File: config.mk
export PLATFORM = sky130hd
export DESIGN_NAME = row_sliding_mean_binarizer
export DESIGN_NICKNAME = d
export VERILOG_FILES = /design/src/sv/rsmb_pkg.sv /design/src/sv/row_sliding_mean_binarizer.sv
export SDC_FILE = /design/constraint.sdc
export NUM_CORES = 1
export LEC_CHECK = 0
export BUFFER_PORTS_ARGS = -buffer_cell sky130_fd_sc_hd__buf_4
export CELL_PAD_IN_SITES_DETAIL_PLACEMENT = 0
export CELL_PAD_IN_SITES_GLOBAL_PLACEMENT = 2
export CORE_UTILIZATION = 36
export DETAILED_ROUTE_END_ITERATION = 8
export PLACE_DENSITY = 0.76
export SLEW_MARGIN = 30
export SYNTH_ARGS = -nofsm -noshare
export SYNTH_HDL_FRONTEND = slang
export SYNTH_SLANG_ARGS = --single-unit
File: constraint.sdc
create_clock -name clk_i -period 11.6 [get_ports clk_i]
set_input_delay 0.58 -clock clk_i [delete_from_list [all_inputs] [get_ports clk_i]]
set_output_delay 0.58 -clock clk_i [all_outputs]
set_load 0.02 [all_outputs]
File: src/sv/rsmb_pkg.sv
// ----------------------------------------------------------------------------
// Row sliding-mean binarizer package
// Sizes, reset values and beat types shared by the binarizer design.
// ----------------------------------------------------------------------------
package rsmb_pkg;

  localparam int unsigned PIXEL_BITS        = 8;
  localparam int unsigned MAX_HALF_WINDOW   = 7;
  localparam int unsigned HALF_WINDOW_RESET = 4;
  localparam int unsigned CFG_BITS          = 3;

  localparam int unsigned HW_BITS    = $clog2(MAX_HALF_WINDOW + 1);
  localparam int unsigned LINE_DEPTH = MAX_HALF_WINDOW + 1;
  localparam int unsigned COUNT_BITS = $clog2(2 * MAX_HALF_WINDOW + 2);
  localparam int unsigned SUM_BITS   = PIXEL_BITS + COUNT_BITS;

  typedef struct packed {
    logic [PIXEL_BITS-1:0] pixel;
    logic                  row_end;
  } rsmb_in_t;

  typedef struct packed {
    logic foreground;
    logic row_done;
  } rsmb_out_t;

endpackage

File: src/sv/row_sliding_mean_binarizer.sv
// ----------------------------------------------------------------------------
// Row sliding-mean binarizer
// Marks each pixel as foreground when it lies above the mean of its row
// window (half_window pixels each side, clipped at the row edges).
// ----------------------------------------------------------------------------
// Throughput: one beat per cycle while the output is not stalled; a row-end
//   beat is followed by half_window flush beats, during which the input stalls.
// Result: a pixel's result is registered in the step that comes half_window
//   processed beats or flush beats after the step that consumes its beat.
// Reset: half_window = 4, window sum, count, line valid bits and handshakes
//   cleared. A half_window write also restarts the current row.
module row_sliding_mean_binarizer (
  input  logic                             clk_i,
  input  logic                             rst_ni,
  input  logic                             cfg_we_i,
  input  logic [rsmb_pkg::CFG_BITS-1:0]    cfg_wdata_i,
  input  logic                             in_valid_i,
  output logic                             in_stall_o,
  input  rsmb_pkg::rsmb_in_t               in_data_i,
  output logic                             out_valid_o,
  input  logic                             out_stall_i,
  output rsmb_pkg::rsmb_out_t              out_data_o
);

  localparam int unsigned PB = rsmb_pkg::PIXEL_BITS;
  localparam int unsigned HB = rsmb_pkg::HW_BITS;
  localparam int unsigned LD = rsmb_pkg::LINE_DEPTH;
  localparam int unsigned CB = rsmb_pkg::COUNT_BITS;
  localparam int unsigned SB = rsmb_pkg::SUM_BITS;

  logic [HB-1:0]       hw_q, hw_d;
  logic                in_vld_q, in_vld_d;
  rsmb_pkg::rsmb_in_t  in_q;
  logic [HB-1:0]       flush_q, flush_d;

  // line a: ages 0..h (entry h newest, entry 0 the centre)
  // line b: ages h+1..2h+1 (entry 0 leaves the window)
  logic [PB-1:0]       a_pix_q [LD];
  logic [PB-1:0]       a_pix_d [LD];
  logic [PB-1:0]       a_pix_up [LD];
  logic [PB-1:0]       b_pix_q [LD];
  logic [PB-1:0]       b_pix_d [LD];
  logic [PB-1:0]       b_pix_up [LD];
  logic [LD-1:0]       a_vld_q, a_vld_d, a_last_q, a_last_d, b_vld_q, b_vld_d;

  logic [SB-1:0]       sum_q, sum_d;
  logic [CB-1:0]       cnt_q, cnt_d;
  logic [SB-1:0]       prod;

  logic                out_vld_q, out_vld_d;
  rsmb_pkg::rsmb_out_t out_q, out_d;

  logic                out_free, dummy, step, take, emit, row_clear;
  logic [PB-1:0]       x_pix;
  logic                x_vld, x_last;

  assign out_free   = !out_vld_q || !out_stall_i;
  assign dummy      = flush_q != '0;
  assign step       = out_free && (dummy || in_vld_q);
  assign take       = out_free && !dummy && in_vld_q;
  assign in_stall_o = in_vld_q && !take;

  assign x_pix  = dummy ? '0 : in_q.pixel;
  assign x_vld  = !dummy;
  assign x_last = !dummy && in_q.row_end;

  for (genvar g = 0; g < LD; g++) begin : g_up
    if (g < LD - 1) begin : g_mid
      assign a_pix_up[g] = a_pix_q[g+1];
      assign b_pix_up[g] = b_pix_q[g+1];
    end else begin : g_top
      assign a_pix_up[g] = a_pix_q[g];
      assign b_pix_up[g] = b_pix_q[g];
    end
  end

  // shift both lines by one, new pixel enters at entry h
  always_comb begin
    for (int i = 0; i < LD; i++) begin
      if (HB'(i) == hw_q) begin
        a_pix_d[i]  = x_pix;
        a_vld_d[i]  = x_vld;
        a_last_d[i] = x_last;
        b_pix_d[i]  = a_pix_q[0];
        b_vld_d[i]  = a_vld_q[0];
      end else if (HB'(i) < hw_q) begin
        a_pix_d[i]  = a_pix_up[i];
        a_vld_d[i]  = (i < LD - 1) ? a_vld_q[(i+1) % LD] : 1'b0;
        a_last_d[i] = (i < LD - 1) ? a_last_q[(i+1) % LD] : 1'b0;
        b_pix_d[i]  = b_pix_up[i];
        b_vld_d[i]  = (i < LD - 1) ? b_vld_q[(i+1) % LD] : 1'b0;
      end else begin
        a_pix_d[i]  = a_pix_q[i];
        a_vld_d[i]  = 1'b0;
        a_last_d[i] = 1'b0;
        b_pix_d[i]  = b_pix_q[i];
        b_vld_d[i]  = 1'b0;
      end
    end
  end

  always_comb begin
    sum_d = sum_q + (x_vld ? SB'(x_pix) : '0) - (b_vld_d[0] ? SB'(b_pix_d[0]) : '0);
    cnt_d = cnt_q + CB'(x_vld) - CB'(b_vld_d[0]);
    prod  = {{CB{1'b0}}, a_pix_d[0]} * {{PB{1'b0}}, cnt_d};
    emit  = a_vld_d[0];
  end

  assign row_clear = cfg_we_i || (step && emit && a_last_d[0]);

  always_comb begin
    hw_d = hw_q;
    if (cfg_we_i) begin
      if (32'(cfg_wdata_i) > 32'(rsmb_pkg::MAX_HALF_WINDOW)) begin
        hw_d = HB'(rsmb_pkg::MAX_HALF_WINDOW);
      end else begin
        hw_d = HB'(cfg_wdata_i);
      end
    end

    flush_d = flush_q;
    if (cfg_we_i) begin
      flush_d = '0;
    end else if (step) begin
      if (dummy) begin
        flush_d = flush_q - HB'(1);
      end else if (in_q.row_end) begin
        flush_d = hw_q;
      end
    end

    in_vld_d = in_vld_q;
    if (!in_vld_q || take) begin
      in_vld_d = in_valid_i;
    end

    out_vld_d = out_vld_q && out_stall_i;
    out_d     = out_q;
    if (step && emit) begin
      out_vld_d        = 1'b1;
      out_d.foreground = prod > sum_d;
      out_d.row_done   = a_last_d[0];
    end
  end

  always_ff @(posedge clk_i or negedge rst_ni) begin
    if (!rst_ni) begin
      hw_q      <= HB'(rsmb_pkg::HALF_WINDOW_RESET);
      in_vld_q  <= 1'b0;
      flush_q   <= '0;
      out_vld_q <= 1'b0;
      a_vld_q   <= '0;
      a_last_q  <= '0;
      b_vld_q   <= '0;
      sum_q     <= '0;
      cnt_q     <= '0;
    end else begin
      hw_q      <= hw_d;
      in_vld_q  <= in_vld_d;
      flush_q   <= flush_d;
      out_vld_q <= out_vld_d;
      if (row_clear) begin
        a_vld_q  <= '0;
        a_last_q <= '0;
        b_vld_q  <= '0;
        sum_q    <= '0;
        cnt_q    <= '0;
      end else if (step) begin
        a_vld_q  <= a_vld_d;
        a_last_q <= a_last_d;
        b_vld_q  <= b_vld_d;
        sum_q    <= sum_d;
        cnt_q    <= cnt_d;
      end
    end
  end

  always_ff @(posedge clk_i) begin
    if (in_valid_i && (!in_vld_q || take)) begin
      in_q <= in_data_i;
    end
    if (step) begin
      a_pix_q <= a_pix_d;
      b_pix_q <= b_pix_d;
    end
    out_q <= out_d;
  end

  assign out_valid_o = out_vld_q;
  assign out_data_o  = out_q;

  a_flush_holds_input: assert property (@(posedge clk_i) disable iff (!rst_ni)
    (flush_q != '0 && in_vld_q) |-> in_stall_o)
    else $error("input beat consumed during row flush");

  a_count_matches_lines: assert property (@(posedge clk_i) disable iff (!rst_ni)
    32'(cnt_q) == $countones(a_vld_q) + $countones(b_vld_q[LD-1:1]))
    else $error("window count out of step with line valid bits");

  a_count_bound: assert property (@(posedge clk_i) disable iff (!rst_ni)
    cnt_q <= CB'({hw_q, 1'b1}))
    else $error("window count exceeds full window");

  a_row_end_clears: assert property (@(posedge clk_i) disable iff (!rst_ni)
    (step && emit && a_last_d[0]) |=> (cnt_q == '0 && sum_q == '0 && a_vld_q == '0))
    else $error("row state not cleared after last result");

endmodule
==> run summary <==
The flow ran to the end, and the final reports show no timing, DRC or antenna violations. The number of hold violations in the final report is 0. Synthesis handed over a netlist of 856 instances. The area of the placeable core is 25500 um2.

For this run, the post-layout net count is 950. Input and output buffers added on the ports amount to 20. The kind of path behind the tightest hold check is in2async. The clock passes through at most 2 buffers.

STA classifies the critical path endpoint as a flip-flop. The detail-routed via count per cell is 5.08. The synthesized design devotes to its leading area cell type 41.6% of total area. The setup slack after placement is 4100 ps. Between clock sinks in the finished design, the worst skew comes to 26.1 ps. Following the worst setup path forward leads to its endpoint at out_data_o[1]$_DFFE_PP_. The total power divided by cell area is 325 nW/um2. TritonCTS built the clock tree. The routed wirelength normalized by instance count came out at 17.8 um. The largest net degree at the start of global routing came out at 47. After clock tree synthesis, the flow added hold-fix buffers numbering 0. STA classifies the critical path startpoint as a flip-flop.

The remaining routing DRC violations is 0. The estimated wirelength of the detail-placed design is 14.8 mm. Summing over every cut layer, the via total after detailed routing is 6147. The starting density of the core is 37.1%. The aggregate global-route resource usage is 17.4%. The max-cap check violation count came out at 0. Along the worst path, the maximum fanout reaches 30.

Setup repair after global routing left no endpoint under its margin. The endpoint of the worst-slack reg-to-reg timing path is out_data_o[1]$_DFFE_PP_. The worst register-to-register path has a depth of 23. The x dimension of the die is 164 um. The number of global-route vias before repair is 6220. The DRC violation total after the first TritonRoute iteration is 484. The highest attainable clock frequency came out at 133 MHz. The number of gates given a new drive strength after cts came out at 0. Counting the buffers created by CTS gives 17. The startpoint of the most critical register-to-register path is hw_q[0]$_DFFE_PN0P_. The cell area after synthesis came out at 9450 um2. The Yosys step of the flow raised 0 warnings.

The final antenna-violating net count is 0. The total wire length after detailed routing came out at 21.5 mm. The leakage power total came out at 4.43 nW.

The insertion delay to the later sink of the worst-skew pair is 440 ps. The detailed-router iteration count before antenna repair came out at 5. The die outline height came out at 164 um.

The placement-stage cell area came out at 9940 um2. The largest total area in the synthesized netlist belongs to sky130_fd_sc_hd__edfxtp_1. Once layout is done, the placed cells without fillers occupy 10600 um2. Of the synthesized area, sequential elements account for 53.8%. The final worst setup slack came out at 4060 ps. The placer congestion estimate is 0.786.

The netlist uses 55 different library cells. The number of max-slew violations in the final report came out at 0. The arrival time reported for the critical path endpoint came out at 7810 ps. The number of antenna violations at the first check in global routing was 0. The most critical setup path has its startpoint at hw_q[0]$_DFFE_PN0P_.

For this run, the leading register cell type out of synthesis is sky130_fd_sc_hd__edfxtp_1. Synthesis inferred 177 register bits. After global routing the overflow that remains totals 0.

The clock transition at the registers of the reported paths came out at 80 ps. In this run the mean area of a mapped cell was 11.0 um2. The final setup violation count is 0. The sink count of the clock tree is 177. In the post-synthesis netlist, the biggest area contributors are sky130_fd_sc_hd__edfxtp_1 42%, sky130_fd_sc_hd__dfrtp_1 12%, sky130_fd_sc_hd__ha_1 6.1%. The signed area change from the synthesized netlist to the final layout is 11.8%. The headroom to the max-slew limit came out at 39.0%.

The share of async-settable or async-resettable flops after synthesis is 26.0%. Final hold analysis gives a worst-case slack of 175 ps. The tree is rooted in a sky130_fd_sc_hd__clkbuf_16. The global-route wire length before repair came out at 35.3 mm. The required time at the worst-slack endpoint came out at 11870 ps.

The placement row count is 58. The H-tree depth is 4. The pin slew with the least headroom to its limit came out at 915 ps. The aggregate negative setup slack came out at 0 ps.

The number of fill cells came out at 2472. The antenna diode instance count is 0. The total die area is 26900 um2. The post-route clock period utilization came out at 65.0%. The critical path in this run is classified as reg2reg. The setup slack of the worst register-to-register path is 4060 ps. When the netlist entered floorplanning its net count stood at 940. The number of synthesized flops with an enable pin is 131. The worst path needs 7540 ps of the cycle, external delays included.

The peak supply drop came out at 0.231 mV. The share of post-route cells with drive strength above 1 is 14.2%. After clock tree synthesis, the setup repair step added 0 buffers. The number of ports placed on the die boundary came out at 21.
==> critical path, stage by stage (launching register included) <==
cell and delay, ps:
sky130_fd_sc_hd__dfrtp_1 790, sky130_fd_sc_hd__or3_4 460, sky130_fd_sc_hd__mux2i_1 720, sky130_fd_sc_hd__inv_1 100, sky130_fd_sc_hd__ha_1 300, sky130_fd_sc_hd__inv_1 40, sky130_fd_sc_hd__ha_1 200, sky130_fd_sc_hd__fa_1 390
sky130_fd_sc_hd__xnor2_1 630, sky130_fd_sc_hd__or2_2 240, sky130_fd_sc_hd__fa_1 440, sky130_fd_sc_hd__fa_1 610, sky130_fd_sc_hd__inv_1 60, sky130_fd_sc_hd__ha_1 280, sky130_fd_sc_hd__a21o_1 170, sky130_fd_sc_hd__a21oi_1 270
sky130_fd_sc_hd__o211ai_1 170, sky130_fd_sc_hd__a31o_2 250, sky130_fd_sc_hd__a21oi_1 170, sky130_fd_sc_hd__xnor2_1 100, sky130_fd_sc_hd__ha_1 300, sky130_fd_sc_hd__nand4_1 130, sky130_fd_sc_hd__or3_1 390, sky130_fd_sc_hd__a21oi_1 150
==> worst min-delay path by stage <==
stage	from	endpoint	slack (ps)	depth (start not counted)
5_1_grt	rst_ni	sum_q[4]$_DFFE_PN0P_	210	1
3_3_place_gp	sum_q[2]$_DFFE_PN0P_	sum_q[2]$_DFFE_PN0P_	460	2
4_1_cts	rst_ni	sum_q[9]$_DFFE_PN0P_	190	1
3_5_place_dp	a_last_q[2]$_DFFE_PN0P_	a_last_q[2]$_DFFE_PN0P_	470	2
2_1_floorplan	rst_ni	a_last_q[1]$_DFFE_PN0P_	280	0
6_report	rst_ni	sum_q[4]$_DFFE_PN0P_	170	1
==> cell usage in the layout (no fill, tap or decap), types with 3 or more instances in the layout <==
cell type	instances
sky130_fd_sc_hd__and2_1	10
sky130_fd_sc_hd__or3_1	3
sky130_fd_sc_hd__nor2b_1	6
sky130_fd_sc_hd__clkinv_4	3
sky130_fd_sc_hd__nor3_1	9
sky130_fd_sc_hd__clkbuf_16	17
sky130_fd_sc_hd__a31oi_1	8
sky130_fd_sc_hd__nand2b_1	3
sky130_fd_sc_hd__clkinv_8	4
sky130_fd_sc_hd__inv_8	5
sky130_fd_sc_hd__inv_1	84
sky130_fd_sc_hd__nand2_1	132
sky130_fd_sc_hd__a22o_1	9
sky130_fd_sc_hd__nor2_1	45
sky130_fd_sc_hd__dfrtp_1	45
sky130_fd_sc_hd__nand4_1	5
sky130_fd_sc_hd__buf_4	27
sky130_fd_sc_hd__o21ai_0	92
sky130_fd_sc_hd__and3_1	5
sky130_fd_sc_hd__a211oi_1	3
sky130_fd_sc_hd__edfxtp_1	131
sky130_fd_sc_hd__fa_1	21
sky130_fd_sc_hd__ha_1	46
sky130_fd_sc_hd__mux2_2	51
sky130_fd_sc_hd__o211ai_1	3
sky130_fd_sc_hd__a21oi_1	31
sky130_fd_sc_hd__a32o_1	4
sky130_fd_sc_hd__a21o_1	10
sky130_fd_sc_hd__xnor2_1	13
sky130_fd_sc_hd__xor2_1	6
sky130_fd_sc_hd__o21a_1	8
sky130_fd_sc_hd__or2_2	3
sky130_fd_sc_hd__nand3b_1	4
==> synth_stat cells (all sizes together) (4+ instances only) <==
| master | n |
|---|---|
| a21o | 10 |
| a21oi | 31 |
| a22o | 9 |
| a31oi | 8 |
| a32o | 4 |
| and2 | 10 |
| and3 | 6 |
| buf | 7 |
| clkbuf | 30 |
| dfrtp | 45 |
| edfxtp | 131 |
| fa | 21 |
| ha | 46 |
| inv | 84 |
| mux2 | 51 |
| nand2 | 133 |
| nand3b | 4 |
| nand4 | 5 |
| nor2 | 46 |
| nor2b | 6 |
| nor3 | 10 |
| o21a | 8 |
| o21ai | 93 |
| or3 | 4 |
| xnor2 | 13 |
| xor2 | 6 |
==> cell type report <==
| class | count | area (um2) | area share [%] |
|---|---|---|---|
| inverters | 84 | 315 | 2.98 |
| well taps | 330 | 413 | 3.91 |
| clock buffers | 17 | 425 | 4.03 |
| flip-flops and latches | 177 | 5090 | 48.1 |
| multi-input cells | 558 | 3910 | 37.0 |
| clock inverters | 15 | 203 | 1.92 |
| repair buffers | 28 | 218 | 2.06 |
==> sequential cells by signal, indices dropped and copies added, names as in the netlist <==
register     count
a_last_q         7
a_pix_q         64
a_vld_q          8
b_pix_q         56
b_vld_q          7
cnt_q            4
flush_q          3
hw_q             3
in_q             9
in_vld_q         1
out_data_o       2
out_valid_o      1
sum_q           12
==> through the flow <==
step,power [mW],util (%),std cells
finish,3.43,41.5,1209
global route,3.76,41.5,1209
CTS,3.48,41.5,1209
detailed placement,2.85,39.0,1177
global placement,2.85,39.0,1176
floorplan,2.35,-,856
==> metal layers <==
layer,vias to the layer above,track usage [%],routed length (um)
met2,84,26.7,9670
met1,3036,25.5,11000
met4,0,3.54,183
met5,-,0,0
li1,3013,-,-
met3,14,3.51,693
==> power by group <==
group | switching (mW) | internal, mW
combinational | 1.07 | 0.687
sequential | 0.115 | 0.959
clock | 0.292 | 0.315
total | 1.47 | 1.96
==> logic make-up after synthesis <==
logic type | synth area share (%)
XOR/XNOR | 1.76
flip-flops | 53.8
buffers and inverters | 4.96
multiplexers | 6.18
adder cells (fa/ha/maj) | 10.5
AND/OR/NAND/NOR | 11.4
AO/OA/AOI/OAI | 11.3
Note: power is estimated with default switching activity, not from simulation.
